==> src/hdl/dpss_pkg.sv <==
// ----------------------------------------------------------------------------
// Delayed power switch sequencer package
// Shared widths, mode codes, register indexes, op codes and the result flag type.
// ----------------------------------------------------------------------------
package dpss_pkg;

  localparam int TIME_BITS = 24;
  localparam int CFG_W     = 24;
  localparam int CMP_W     = (TIME_BITS > CFG_W) ? TIME_BITS : CFG_W;
  localparam int MODE_W    = 3;
  localparam int ADDR_W    = 4;
  localparam int DATA_W    = 32;

  localparam logic [MODE_W-1:0] MODE_OFF      = 3'd0;
  localparam logic [MODE_W-1:0] MODE_PEND_ON  = 3'd1;
  localparam logic [MODE_W-1:0] MODE_WAIT_ON  = 3'd2;
  localparam logic [MODE_W-1:0] MODE_ON       = 3'd3;
  localparam logic [MODE_W-1:0] MODE_PEND_OFF = 3'd4;
  localparam logic [MODE_W-1:0] MODE_WAIT_OFF = 3'd5;

  localparam logic [1:0] REG_DELAY_BEFORE_OFF = 2'd0;
  localparam logic [1:0] REG_SETTLE_AFTER_ON  = 2'd1;
  localparam logic [1:0] REG_SETTLE_AFTER_OFF = 2'd2;

  localparam logic OP_TICK    = 1'b0;
  localparam logic OP_REQUEST = 1'b1;

  typedef struct packed {
    logic send_on;
    logic send_off;
    logic changed;
    logic activity_start;
    logic activity_finish;
  } dpss_flags_t;

endpackage

==> src/hdl/dpss_core.sv <==
// ----------------------------------------------------------------------------
// Delayed power switch sequencer next-state logic
// Works out the next mode, elapsed count and result flags for one beat.
// ----------------------------------------------------------------------------
module dpss_core (
  input  logic                           op,
  input  logic                           target_on,
  input  logic [dpss_pkg::MODE_W-1:0]    mode,
  input  logic [dpss_pkg::TIME_BITS-1:0] elapsed,
  input  logic [dpss_pkg::CFG_W-1:0]     delay_before_off,
  input  logic [dpss_pkg::CFG_W-1:0]     settle_after_on,
  input  logic [dpss_pkg::CFG_W-1:0]     settle_after_off,
  output logic [dpss_pkg::MODE_W-1:0]    mode_nxt,
  output logic [dpss_pkg::TIME_BITS-1:0] elapsed_nxt,
  output dpss_pkg::dpss_flags_t          flags
);
  import dpss_pkg::*;

  logic [TIME_BITS-1:0] elapsed_inc;
  logic [CMP_W-1:0]     elapsed_ext;
  logic                 reach_on;
  logic                 reach_pend_off;
  logic                 reach_off;

  assign elapsed_inc    = (&elapsed) ? elapsed : elapsed + 1'b1;
  assign elapsed_ext    = CMP_W'(elapsed_inc);
  assign reach_on       = elapsed_ext >= CMP_W'(settle_after_on);
  assign reach_pend_off = elapsed_ext >= CMP_W'(delay_before_off);
  assign reach_off      = elapsed_ext >= CMP_W'(settle_after_off);

  always_comb begin
    mode_nxt    = mode;
    elapsed_nxt = elapsed;
    flags       = '0;
    if (op == OP_REQUEST) begin
      if (target_on) begin
        if (mode == MODE_OFF || mode == MODE_WAIT_OFF) begin
          mode_nxt = MODE_PEND_ON;
        end else if (mode == MODE_PEND_OFF) begin
          mode_nxt = MODE_ON;
        end
      end else begin
        if (mode == MODE_WAIT_ON || mode == MODE_ON) begin
          mode_nxt    = MODE_PEND_OFF;
          elapsed_nxt = '0;
        end else if (mode == MODE_PEND_ON) begin
          mode_nxt = MODE_OFF;
        end
      end
    end else begin
      elapsed_nxt = elapsed_inc;
      case (mode)
        MODE_PEND_ON: begin
          mode_nxt             = MODE_WAIT_ON;
          elapsed_nxt          = '0;
          flags.send_on        = 1'b1;
          flags.activity_start = 1'b1;
          flags.changed        = 1'b1;
        end
        MODE_WAIT_ON: begin
          if (reach_on) begin
            mode_nxt              = MODE_ON;
            flags.activity_finish = 1'b1;
            flags.changed         = 1'b1;
          end
        end
        MODE_PEND_OFF: begin
          if (reach_pend_off) begin
            mode_nxt             = MODE_WAIT_OFF;
            elapsed_nxt          = '0;
            flags.send_off       = 1'b1;
            flags.activity_start = 1'b1;
            flags.changed        = 1'b1;
          end
        end
        MODE_WAIT_OFF: begin
          if (reach_off) begin
            mode_nxt              = MODE_OFF;
            elapsed_nxt           = '0;
            flags.activity_finish = 1'b1;
            flags.changed         = 1'b1;
          end
        end
        default: begin
        end
      endcase
    end
  end

endmodule

==> src/hdl/delayed_power_switch_sequencer.sv <==
// ----------------------------------------------------------------------------
// Delayed power switch sequencer
// Sequences one device between off and on with timed waits.
// ----------------------------------------------------------------------------
// Each input beat (a tick or a switch request) yields exactly one result beat,
// in the cycle after it is accepted. A new beat is accepted in every cycle in
// which the result register is empty or is being drained; the mode and elapsed
// counter are registered with the result, giving one beat per cycle unless the
// result stalls. The user must write the three timing registers over the APB
// port at byte addresses 0, 4 and 8 only while idle; the block does not enforce it.
module delayed_power_switch_sequencer (
  input  logic                          clk,
  input  logic                          rst_n,
  input  logic                          psel,
  input  logic                          penable,
  input  logic                          pwrite,
  input  logic [dpss_pkg::ADDR_W-1:0]   paddr,
  input  logic [dpss_pkg::DATA_W-1:0]   pwdata,
  output logic [dpss_pkg::DATA_W-1:0]   prdata,
  output logic                          pready,
  input  logic                          in_valid,
  output logic                          in_stall,
  input  logic                          in_op,
  input  logic                          in_target_on,
  output logic                          out_valid,
  input  logic                          out_stall,
  output logic [dpss_pkg::MODE_W-1:0]   out_mode,
  output logic                          out_send_on,
  output logic                          out_send_off,
  output logic                          out_changed,
  output logic                          out_activity_start,
  output logic                          out_activity_finish
);
  import dpss_pkg::*;

  logic [CFG_W-1:0]     delay_before_off_r;
  logic [CFG_W-1:0]     settle_after_on_r;
  logic [CFG_W-1:0]     settle_after_off_r;
  logic [MODE_W-1:0]    mode_r;
  logic [MODE_W-1:0]    mode_nxt;
  logic [TIME_BITS-1:0] elapsed_r;
  logic [TIME_BITS-1:0] elapsed_nxt;
  dpss_flags_t          flags_nxt;
  dpss_flags_t          flags_r;
  logic                 out_valid_r;
  logic                 in_accept;
  logic                 cfg_write;
  logic [1:0]           reg_idx;

  assign pready    = 1'b1;
  assign reg_idx   = paddr[3:2];
  assign cfg_write = psel && penable && pwrite && pready;

  always_comb begin
    case (reg_idx)
      REG_DELAY_BEFORE_OFF: prdata = DATA_W'(delay_before_off_r);
      REG_SETTLE_AFTER_ON:  prdata = DATA_W'(settle_after_on_r);
      REG_SETTLE_AFTER_OFF: prdata = DATA_W'(settle_after_off_r);
      default:              prdata = '0;
    endcase
  end

  always_ff @(posedge clk) begin
    if (!rst_n) begin
      delay_before_off_r <= '0;
      settle_after_on_r  <= '0;
      settle_after_off_r <= '0;
    end else if (cfg_write) begin
      case (reg_idx)
        REG_DELAY_BEFORE_OFF: delay_before_off_r <= pwdata[CFG_W-1:0];
        REG_SETTLE_AFTER_ON:  settle_after_on_r  <= pwdata[CFG_W-1:0];
        REG_SETTLE_AFTER_OFF: settle_after_off_r <= pwdata[CFG_W-1:0];
        default: begin
        end
      endcase
    end
  end

  assign in_stall  = out_valid_r && out_stall;
  assign in_accept = in_valid && !in_stall;

  dpss_core u_core (
    .op               (in_op),
    .target_on        (in_target_on),
    .mode             (mode_r),
    .elapsed          (elapsed_r),
    .delay_before_off (delay_before_off_r),
    .settle_after_on  (settle_after_on_r),
    .settle_after_off (settle_after_off_r),
    .mode_nxt         (mode_nxt),
    .elapsed_nxt      (elapsed_nxt),
    .flags            (flags_nxt)
  );

  always_ff @(posedge clk) begin
    if (!rst_n) begin
      mode_r      <= MODE_OFF;
      elapsed_r   <= '0;
      out_valid_r <= 1'b0;
    end else begin
      if (in_accept) begin
        mode_r      <= mode_nxt;
        elapsed_r   <= elapsed_nxt;
        out_valid_r <= 1'b1;
      end else if (!out_stall) begin
        out_valid_r <= 1'b0;
      end
    end
  end

  always_ff @(posedge clk) begin
    if (in_accept) begin
      flags_r <= flags_nxt;
    end
  end

  assign out_valid           = out_valid_r;
  assign out_mode            = mode_r;
  assign out_send_on         = flags_r.send_on;
  assign out_send_off        = flags_r.send_off;
  assign out_changed         = flags_r.changed;
  assign out_activity_start  = flags_r.activity_start;
  assign out_activity_finish = flags_r.activity_finish;

endmodule

==> config.mk <==
export PLATFORM = sky130hd
export DESIGN_NAME = delayed_power_switch_sequencer
export DESIGN_NICKNAME = d
export VERILOG_FILES = /design/src/hdl/dpss_pkg.sv /design/src/hdl/dpss_core.sv /design/src/hdl/delayed_power_switch_sequencer.sv
export SDC_FILE = /design/constraint.sdc
export NUM_CORES = 1
export LEC_CHECK = 0
export BUFFER_PORTS_ARGS = -buffer_cell sky130_fd_sc_hd__buf_2
export CAP_MARGIN = 5
export CORE_MARGIN = 5
export CORE_UTILIZATION = 64
export CTS_CLUSTER_SIZE = 28
export DETAILED_ROUTE_END_ITERATION = 8
export PLACE_DENSITY = 0.95
export SLEW_MARGIN = 20
export SYNTH_ARGS = -nofsm -noshare
export SYNTH_HDL_FRONTEND = slang
export SYNTH_SLANG_ARGS = --single-unit
==> constraint.sdc <==
create_clock -name clk -period 7.3 [get_ports clk]
set_input_delay 0.73 -clock clk [delete_from_list [all_inputs] [get_ports clk]]
set_output_delay 0.73 -clock clk [all_outputs]
set_load 0.01 [all_outputs]
==> run summary, run 1 <==
Primary FF master, synth: dfxtp_1
Syn Area/Cell: 7.73 um^2
Cells after Synth: 892
post-synthesis mux area share: 0.0365
CP arrival: 5.12 ns
P&R area growth vs syn: 8.59%
Final Cycle Share: 0.663
xor/xnor share of the synthesized area: 0.0203
Power Dens Cells: 158 mW/mm^2
Clock Sinks: 105
IO Count: 88
nets: 1051
first-pass GRT wire length: 30400 um
Die Y: 114 um
postcts setup bufs: 0
Hold-fix buffers, CTS: 0
M3 GR Usage: 0.0531
DR iter-0 viols: 645
initial antenna violation count: 0
YS warnings: 0
H-tree depth: 3
fraction of layout instances using a drive strength above 1: 0.108
kind of critical path: flip-flop to flip-flop
std cell rows: 37
die area: 0.0129 mm^2
remaining antenna violation count: 0
EDFF count, synth: 5
synthesized area: 0.00689 mm^2
Clk Latency, worst-skew pair: 0.38 ns
post-route clock skew: 0.0128 ns
MaxCap Viol Count: 0
DRC: 0
Root Buffer: clkbuf_8
Synth top area share: 0.290
core area: 0.0104 mm^2
detailed-route via count: 6585
crit start category: flip-flop
CTS tree: yes
Worst EP required: 7.58 ns
TritonCTS buffer count: 9
Synth cell types: 61
Design Power: 1.19 mW
clock transition at the registers of the reported paths: 0.09 ns
WHS: 0.490 ns
outcome: finished clean
setup TNS: 0 ns
met1 Usage GRT: 0.349
Final GP Congestion: 0.897
total length of routed wires: 18500 um
leak pwr: 3.11 nW
first drt pass iteration count: 6
largest cells by area after synthesis: dfxtp_1 (29%), ha_1 (13%), nand2_1 (12%)
WL/cell: 17.2 um
Total GRT Usage: 0.287
Final Core Density: 0.719
number of global-route vias before repair: 6581
Seq cells post-synth: 105
Die Wd: 114 um
worst slew pin tran: 1.20 ns
largest net degree at the start of global routing: 85
Relative slew margins: 0.199
met2 Use GR: 0.496
final setup fails: 0
combinational family with the most area after synthesis: simple AND/OR/NAND/NOR gates
critical path peak fanout: 20
Synth Area in Compound Gates: 0.201
DP Wirelength: 12400 um
adder-cell share of the synthesized area: 0.133
Slew Limit Fails: 0
Via density: 6.14
final count of hold timing violations: 0
simple logic cell fraction of the synthesized area: 0.223
Final min period: 4.84 ns
clk buf depth: 2
Antenna Cells: 0
IO buf count: 68
ys async rst share: 0
worst min path class: flip-flop to flip-flop
Max IR drop VDD: 0.102 mV
Yosys top cell by area: dfxtp_1
fmax: 0.207 GHz
RSZ-0062 raised after global routing: false
CP Capture Type: flip-flop
Seq/Total Area, Yosys: 0.312
gr ovfl total: 0
grt peak-use layer: met2
Initial Utilization: 0.662
CTS resizes: 0
[synth_stat cells (all sizes together), types with 6 or more instances]
cell and n:
nor2b 13, clkbuf 37, ha 73, nand4 11, nand2 220, xnor2 10
nor3 7, and3 6, a21o 6, dfxtp 100, a21boi 78, inv 76
o21ai 47, nand3 16, a22o 11, or2 9, mux2i 24, a21oi 33
buf 12, xor2 6, nor2 36
[worst paths after layout]
kind	slack (ns)	depth (start not counted)	end	startpoint
min reg2reg	0.49	2	settle_after_off_r[10]	settle_after_off_r[10]
min	0.49	2	settle_after_off_r[10]	settle_after_off_r[10]
max	2.46	17	elapsed_r[0]	elapsed_r[0]
max reg2reg	2.46	17	elapsed_r[0]	elapsed_r[0]
[layout make-up]
cell class                      count  area [um^2]
Multi-Input combinational cell    669         4280
Clock inverter                      5          104
Fill cell                         764         2930
Clock buffer                       10          128
Sequential cell                   105         2150
Timing Repair Buffer               72          370
Tap cell                          136          170
Inverter                           76          285
[critical path: stages (launching register included)]
cell     delay (ns)
dfxtp_1        0.44
ha_1           0.21
nand2_1        0.11
or2_1          0.28
nor3_4         0.48
nor4_4         0.13
nand4_1        0.13
or2_1          0.13
nand2_1        0.14
ha_1           0.35
nand4_1        0.25
nor4_1         0.50
o21ai_1        0.15
a22oi_1        0.39
o31ai_1        0.16
o211a_1        0.45
a21o_1         0.27
a22o_1         0.16
[per-stage QoR]
stage / cell area, um^2 / worst slack, ns / cells
after global placement: 7250 / 2.77 / 1058
after CTS: 7480 / 2.58 / 1073
after floorplan: 6920 / 3.58 / 899
after detailed placement: 7250 / 2.69 / 1058
final: 7480 / 2.46 / 1073
after global routing: 7480 / 2.21 / 1073
[state kept, by name, summed over array words and instances (netlist names)]
signal               count
delay_before_off_r      24
elapsed_r               24
out_activity_finish      1
out_activity_start       1
out_changed              1
out_mode                 3
out_send_off             1
out_send_on              1
out_valid                1
settle_after_off_r      24
settle_after_on_r       24
[kinds of logic (layout without fill, tap and decap cells)]
group                    after synthesis  count (layout)
buffers and inverters                125             163
flip-flops                           105             105
adder cells (fa/ha/maj)               73              73
multiplexers                          25              25
AND/OR/NAND/NOR                      340             340
AO/OA/AOI/OAI                        206             206
other                                  2               9
XOR/XNOR                              16              16
[power by group]
group	total, mW	leakage, nW	internal [mW]	switching, mW
Combinational	0.151	2.14	0.0576	0.0935
Sequential	0.604	0.858	0.589	0.0144
Clock	0.431	0.113	0.226	0.204
Total	1.19	3.11	0.873	0.312
[layout by cell type, fill, tap and decap left out, types with 2 or more instances in the layout]
cell,synthesis,routed
nor3_2,1,2
a211oi_1,4,4
and2_1,4,4
o21ai_1,3,3
buf_4,10,4
inv_1,76,76
xnor2_1,10,10
nand4_1,10,10
or2_2,3,3
dfxtp_1,100,100
a32oi_1,5,5
nor2_1,35,35
o21a_1,2,2
nand2b_1,4,4
nor4_1,4,4
conb_1,2,9
a21o_1,6,6
nor2b_1,13,12
nand2_1,220,220
o211ai_1,3,3
nor3_1,5,4
and3_1,6,6
buf_2,2,68
bufinv_16,0,3
a21boi_0,72,72
clkbuf_8,0,9
nand3_1,15,15
o21ai_0,44,44
edfxtp_1,5,5
xor2_1,6,6
mux2i_1,24,24
a21boi_1,6,6
or2_1,6,6
o31ai_1,2,2
ha_1,73,73
and4_1,4,4
o221ai_1,2,2
a22o_1,11,11
a21oi_1,33,33
[routing by layer]
layer / share of wire / vias up
li1: - / 3086
met1: 0.39 / 3041
met2: 0.48 / 370
met3: 0.094 / 88
met4: 0.042 / 0
met5: 0 / -
No activity file was read; power rests on OpenSTA's default activity.
==> run 2, diff against run 1 <==
Settings changed: CORE_UTILIZATION 64 to 53, PLACE_DENSITY 0.95 to 0.89.
Clock period 7.3 ns to 4.3 ns, I/O delays scaled along.
==> run 2 against run 1 <==
Sequential share of layout area down 1.0 points. Register-to-register slack lost 2.3 ns. Critical path depth down 1. Hold slack lost 0.20 ns. Non-clock buffer count grew 17. Sequential power up 69%. Final cell count rose by 5.0%. Via count shrank 2.2%. Fmax increased by 16%. Sequential cell count unchanged. Clock skew down 0.0027 ns. Clock power rose by 96%.
==> run summary, run 2 (same netlist as run 1, synthesis figures left out) <==
nets: 1068
Final Core Density: 0.614
most frequent cells in the layout: nand2_1 (220), dfxtp_1 (97), inv_1 (76)
Area after DPL: 0.00739 mm^2
Relative slew margins: 0.285
IO Count: 88
final count of hold timing violations: 0
CP Capture Type: flip-flop
TritonCTS buffer count: 9
CTS tree: yes
WL/cell: 16.0 um
Worst EP required: 4.56 ns
Via density: 5.71
kind of critical path: flip-flop to flip-flop
core area: 0.0127 mm^2
commonest non-fill, non-tap cell in the layout: nand2_1
setup TNS: 0 ns
fin cells: 1127
r2r setup slk: 0.13 ns
fraction of layout instances using a drive strength above 1: 0.137
H-tree depth: 3
final setup fails: 0
outcome: finished clean
DR iter-0 viols: 593
placed cells: 1107
Final min period: 4.17 ns
detailed-route via count: 6440
CP arrival: 4.42 ns
Design Area, Final: 0.00778 mm^2
gr ovfl total: 0
number of global-route vias before repair: 6070
Die Y: 124 um
MaxCap Viol Count: 0
worst min path class: input pin to flip-flop
initial antenna violation count: 0
std cell rows: 41
first drt pass iteration count: 5
crit start category: flip-flop
remaining antenna violation count: 0
Power Dens Cells: 274 mW/mm^2
Slew Limit Fails: 0
WHS: 0.288 ns
Clock Sinks: 105
post-route clock skew: 0.0101 ns
Initial Utilization: 0.544
DP Wirelength: 13000 um
critical path peak fanout: 8
Root Buffer: clkbuf_16
Antenna Cells: 0
Total GRT Usage: 0.239
first-pass GRT wire length: 29000 um
Hold-fix buffers, CTS: 0
P&R area growth vs syn: 12.8%
worst slew pin tran: 1.07 ns
fmax: 0.240 GHz
largest net degree at the start of global routing: 80
Max IR drop VDD: 0.189 mV
IO buf count: 68
total length of routed wires: 18000 um
leak pwr: 3.27 nW
Final Cycle Share: 0.969
die area: 0.0154 mm^2
Final GP Congestion: 0.919
DRC: 0
Clk Latency, worst-skew pair: 0.36 ns
clk buf depth: 2
Die Wd: 124 um
clock transition at the registers of the reported paths: 0.07 ns
==> run 2: cell count changes in the layout (fill, tap and decap cells not counted), moves of 2 or more <==
cell	previous run	this run
clkinv_2	0	3
clkbuf_16	0	9
bufinv_16	3	1
clkbuf_8	9	1
xnor2_2	0	2
dfxtp_1	100	97
xnor2_1	10	8
dfxtp_2	0	3
buf_4	4	20
==> run 2: worst paths after layout <==
path | cells past startpoint | from | endpoint
hold / removal | 2 | in_valid | out_valid
setup / recovery | 16 | elapsed_r[6] | elapsed_r[12]
hold reg to reg | 2 | delay_before_off_r[17] | delay_before_off_r[17]
setup reg to reg | 16 | elapsed_r[6] | elapsed_r[12]
==> run 2: critical path, stage by stage (launching register included) <==
cell and delay, ns:
dfxtp_1 0.44, and4_2 0.32, nand4_4 0.16, nor4_4 0.49, nand4_1 0.18, or2_1 0.25
nand2_1 0.18, ha_1 0.18, nand4_1 0.18, nor4_1 0.36, o21ai_1 0.14, a22oi_2 0.33
o31ai_2 0.11, o211a_1 0.28, buf_4 0.18, a21boi_1 0.13, a21o_1 0.16
==> run 2: metrics by stage <==
step,power [mW],worst slack [ns]
4_1_cts,2.13,0.0181
2_1_floorplan,1.22,0.582
5_1_grt,2.22,-0.0494
3_5_place_dp,1.30,0.0340
3_3_place_gp,1.29,0.211
6_report,2.13,0.133
==> run 2: report_power, final <==
group / switching, mW / leakage [nW] / internal (mW)
registers: 0.0235 / 0.859 / 1.00
clock network: 0.378 / 0.150 / 0.467
logic: 0.161 / 2.26 / 0.103
total: 0.563 / 3.27 / 1.57
==> run 2: metal layers <==
metal  global-route usage  part of all wire  wire length, um
met5                    0                 0                0
met2                0.392              0.48             8580
met4               0.0910             0.024              425
met3               0.0422             0.079             1420
met1                0.315              0.42             7600
==> run 2: repair_timing <==
action / CTS / global route
gates resized for setup: 0 / 15
setup endpoints to repair: 0 / 27
buffers inserted: 0 / 4
==> run 2: cell type report <==
cell class                 instances  area [um^2]
tap                              172          215
clock inverter                     5         53.8
sequential                       105         2160
timing repair buffer              89          502
fill                            1062         4890
inverter                          76          285
clock buffer                      11          243
multi-input combinational        669         4320
==> run 3, diff against run 2 <==
Settings changed: CORE_MARGIN 5 to unset, PLACE_DENSITY 0.89 to 0.76.
Clock period 4.3 ns to 3.5 ns, I/O delays scaled along.
==> run 3 against run 2 <==
The run now ends with negative setup slack left. Critical endpoint is now elapsed_r[21]. Worst setup slack lost 0.46 ns. Final cell count grew 8.4%. Critical path type unchanged. Core utilization grew 8.7 points. Largest power group unchanged. Register-to-register slack lost 0.46 ns. Routed wire length grew 10%. Combinational power grew 52%.
==> run summary, run 3 (same netlist as run 1, synthesis figures left out) <==
IO buf count: 68
fin worst setup slack: -0.331 ns
placed cells: 1187
worst min path class: input pin to flip-flop
Final Core Density: 0.700
Die Y: 116 um
kind of critical path: flip-flop to flip-flop
Die Wd: 116 um
CP Capture Type: flip-flop
Worst EP required: 3.75 ns
Initial Utilization: 0.544
number of global-route vias before repair: 6429
Multi-input gate area: 0.00469 mm^2
Design Power: 2.69 mW
die area: 0.0135 mm^2
critical-path cell list: and4_4 > nand4_4 > nor4_4 > buf_4 > buf_4 > nand3_2 > xnor2_2 > ha_1 > nand2_2 > nor4_2 > buf_4 > o21ai_2 > a22oi_2 > o31ai_4 > o211a_4 > buf_4 > a21boi_1 > a21o_1
Clk Latency, worst-skew pair: 0.36 ns
remaining antenna violation count: 0
outcome: complete, but fails checks
Power Dens Cells: 303 mW/mm^2
Critical Path Source: elapsed_r[7]
Design Area, Final: 0.00887 mm^2
Hold-fix buffers, CTS: 0
worst slew pin tran: 0.872 ns
fraction of layout instances using a drive strength above 1: 0.272
RSZ-0062 raised after global routing: true
Via density: 5.55
Combinational Power Share: 0.149
Net Switching: 0.712 mW
crit path to: elapsed_r[21]
nets: 1164
fin cells: 1222
Slew Limit Fails: 0
WL/cell: 16.2 um
Clock Sinks: 105
R2R depth: 18
most frequent cells in the layout: nand2_1 (216), buf_4 (114), dfxtp_1 (91)
Area after DPL: 0.00802 mm^2
first drt pass iteration count: 5
Reg area: 0.00217 mm^2
DP Wirelength: 13100 um
MaxCap Viol Count: 0
Final GP Congestion: 0.898
critical path peak fanout: 6
CP arrival: 4.08 ns
first-pass GRT wire length: 31000 um
Critical Path Most Common Cell: buf_4
WHS: 0.218 ns
initial antenna violation count: 0
Total GRT Usage: 0.299
post-route clock skew: 0.00592 ns
Root Buffer: clkbuf_16
Sw Share: 0.265
commonest non-fill, non-tap cell in the layout: nand2_1
Relative slew margins: 0.416
std cell rows: 41
Fillers: 978
P&R area growth vs syn: 28.7%
total length of routed wires: 19800 um
Final Cycle Share: 1.09
failing checks: negative setup slack
CTS tree: yes
leak pwr: 3.82 nW
clk buf depth: 2
Worst R2R End: elapsed_r[21]
Critical Path Max Stage Delay: 0.40 ns
Final min period: 3.83 ns
H-tree depth: 3
r2r setup slk: -0.33 ns
detailed-route via count: 6780
part of the power in registers: 0.469
DRC: 0
largest net degree at the start of global routing: 81
DR iter-0 viols: 500
crit start category: flip-flop
Max IR drop VDD: 0.327 mV
gr ovfl total: 0
Antenna Cells: 0
IO Count: 88
core area: 0.0127 mm^2
clock transition at the registers of the reported paths: 0.07 ns
final count of hold timing violations: 0
Clk pwr share: 0.382
Reg-to-Reg Start: elapsed_r[7]
Cell Int Power: 1.98 mW
TritonCTS buffer count: 9
fmax: 0.261 GHz
slowest CP cell: nor4_4
final setup fails: 29
-- run 3: cell count changes in the layout (fill, tap and decap cells not counted), sizes merged --
cell / before / now
buf: 89 / 185
clkbuf: 11 / 12
clkinv: 3 / 1
-- run 3: critical path: cells and delay by family (launching register included) --
kind | cells | cell delay, ns
buf+inv | 4 | 0.63
xor+xnor | 1 | 0.17
fa+ha+maj | 1 | 0.32
compound gates | 6 | 1.03
flops | 1 | 0.34
simple gates | 6 | 1.22
-- run 3: routing by layer --
metal / global-route usage / vias up / part of all wire
met2: 0.480 / 227 / 0.46
met5: 0 / - / 0
met1: 0.400 / 3185 / 0.45
met3: 0.0387 / 44 / 0.063
li1: - / 3324 / -
met4: 0.134 / 0 / 0.031
-- run 3: area by class of cell --
class	count	area share
clock buffers	12	0.0278
clock inverters	3	0.00465
inverters	76	0.0321
multi-input cells	669	0.528
flip-flops and latches	105	0.244
well taps	172	0.0243
repair buffers	185	0.139
-- run 3: worst min-delay path by stage --
stage	from	to	slack, ns	cells after the start
finish	in_valid	out_valid	0.22	2
detailed placement	settle_after_on_r[10]	settle_after_on_r[10]	0.47	2
floorplan	delay_before_off_r[10]	delay_before_off_r[10]	0.46	2
global placement	delay_before_off_r[14]	delay_before_off_r[14]	0.47	2
CTS	in_valid	out_valid	0.21	2
global route	in_valid	out_valid	0.23	2
-- run 3: repair_timing --
| item | CTS | global route |
|---|---|---|
| resized for setup | 49 | 32 |
| endpoints found under the setup margin | 29 | 30 |
| pin swaps | 41 | 34 |
| setup buffers | 13 | 11 |
-- run 3: power by group through the flow --
stage                     Clock [mW]  Sequential, mW  Combinational, mW
after floorplan                    0            1.28              0.218
after global placement             0            1.29              0.333
after detailed placement           0            1.29              0.336
after CTS                       1.03            1.26              0.367
after global routing            1.07            1.26              0.438
final                           1.03            1.26              0.402
-- run 3: through the flow --
step	worst slack (ns)	TNS (ns)
floorplan	-0.0899	-0.502
global placement	-0.281	-4.94
detailed placement	-0.382	-6.99
CTS	-0.104	-0.961
global route	-0.452	-10.79
finish	-0.331	-7.38
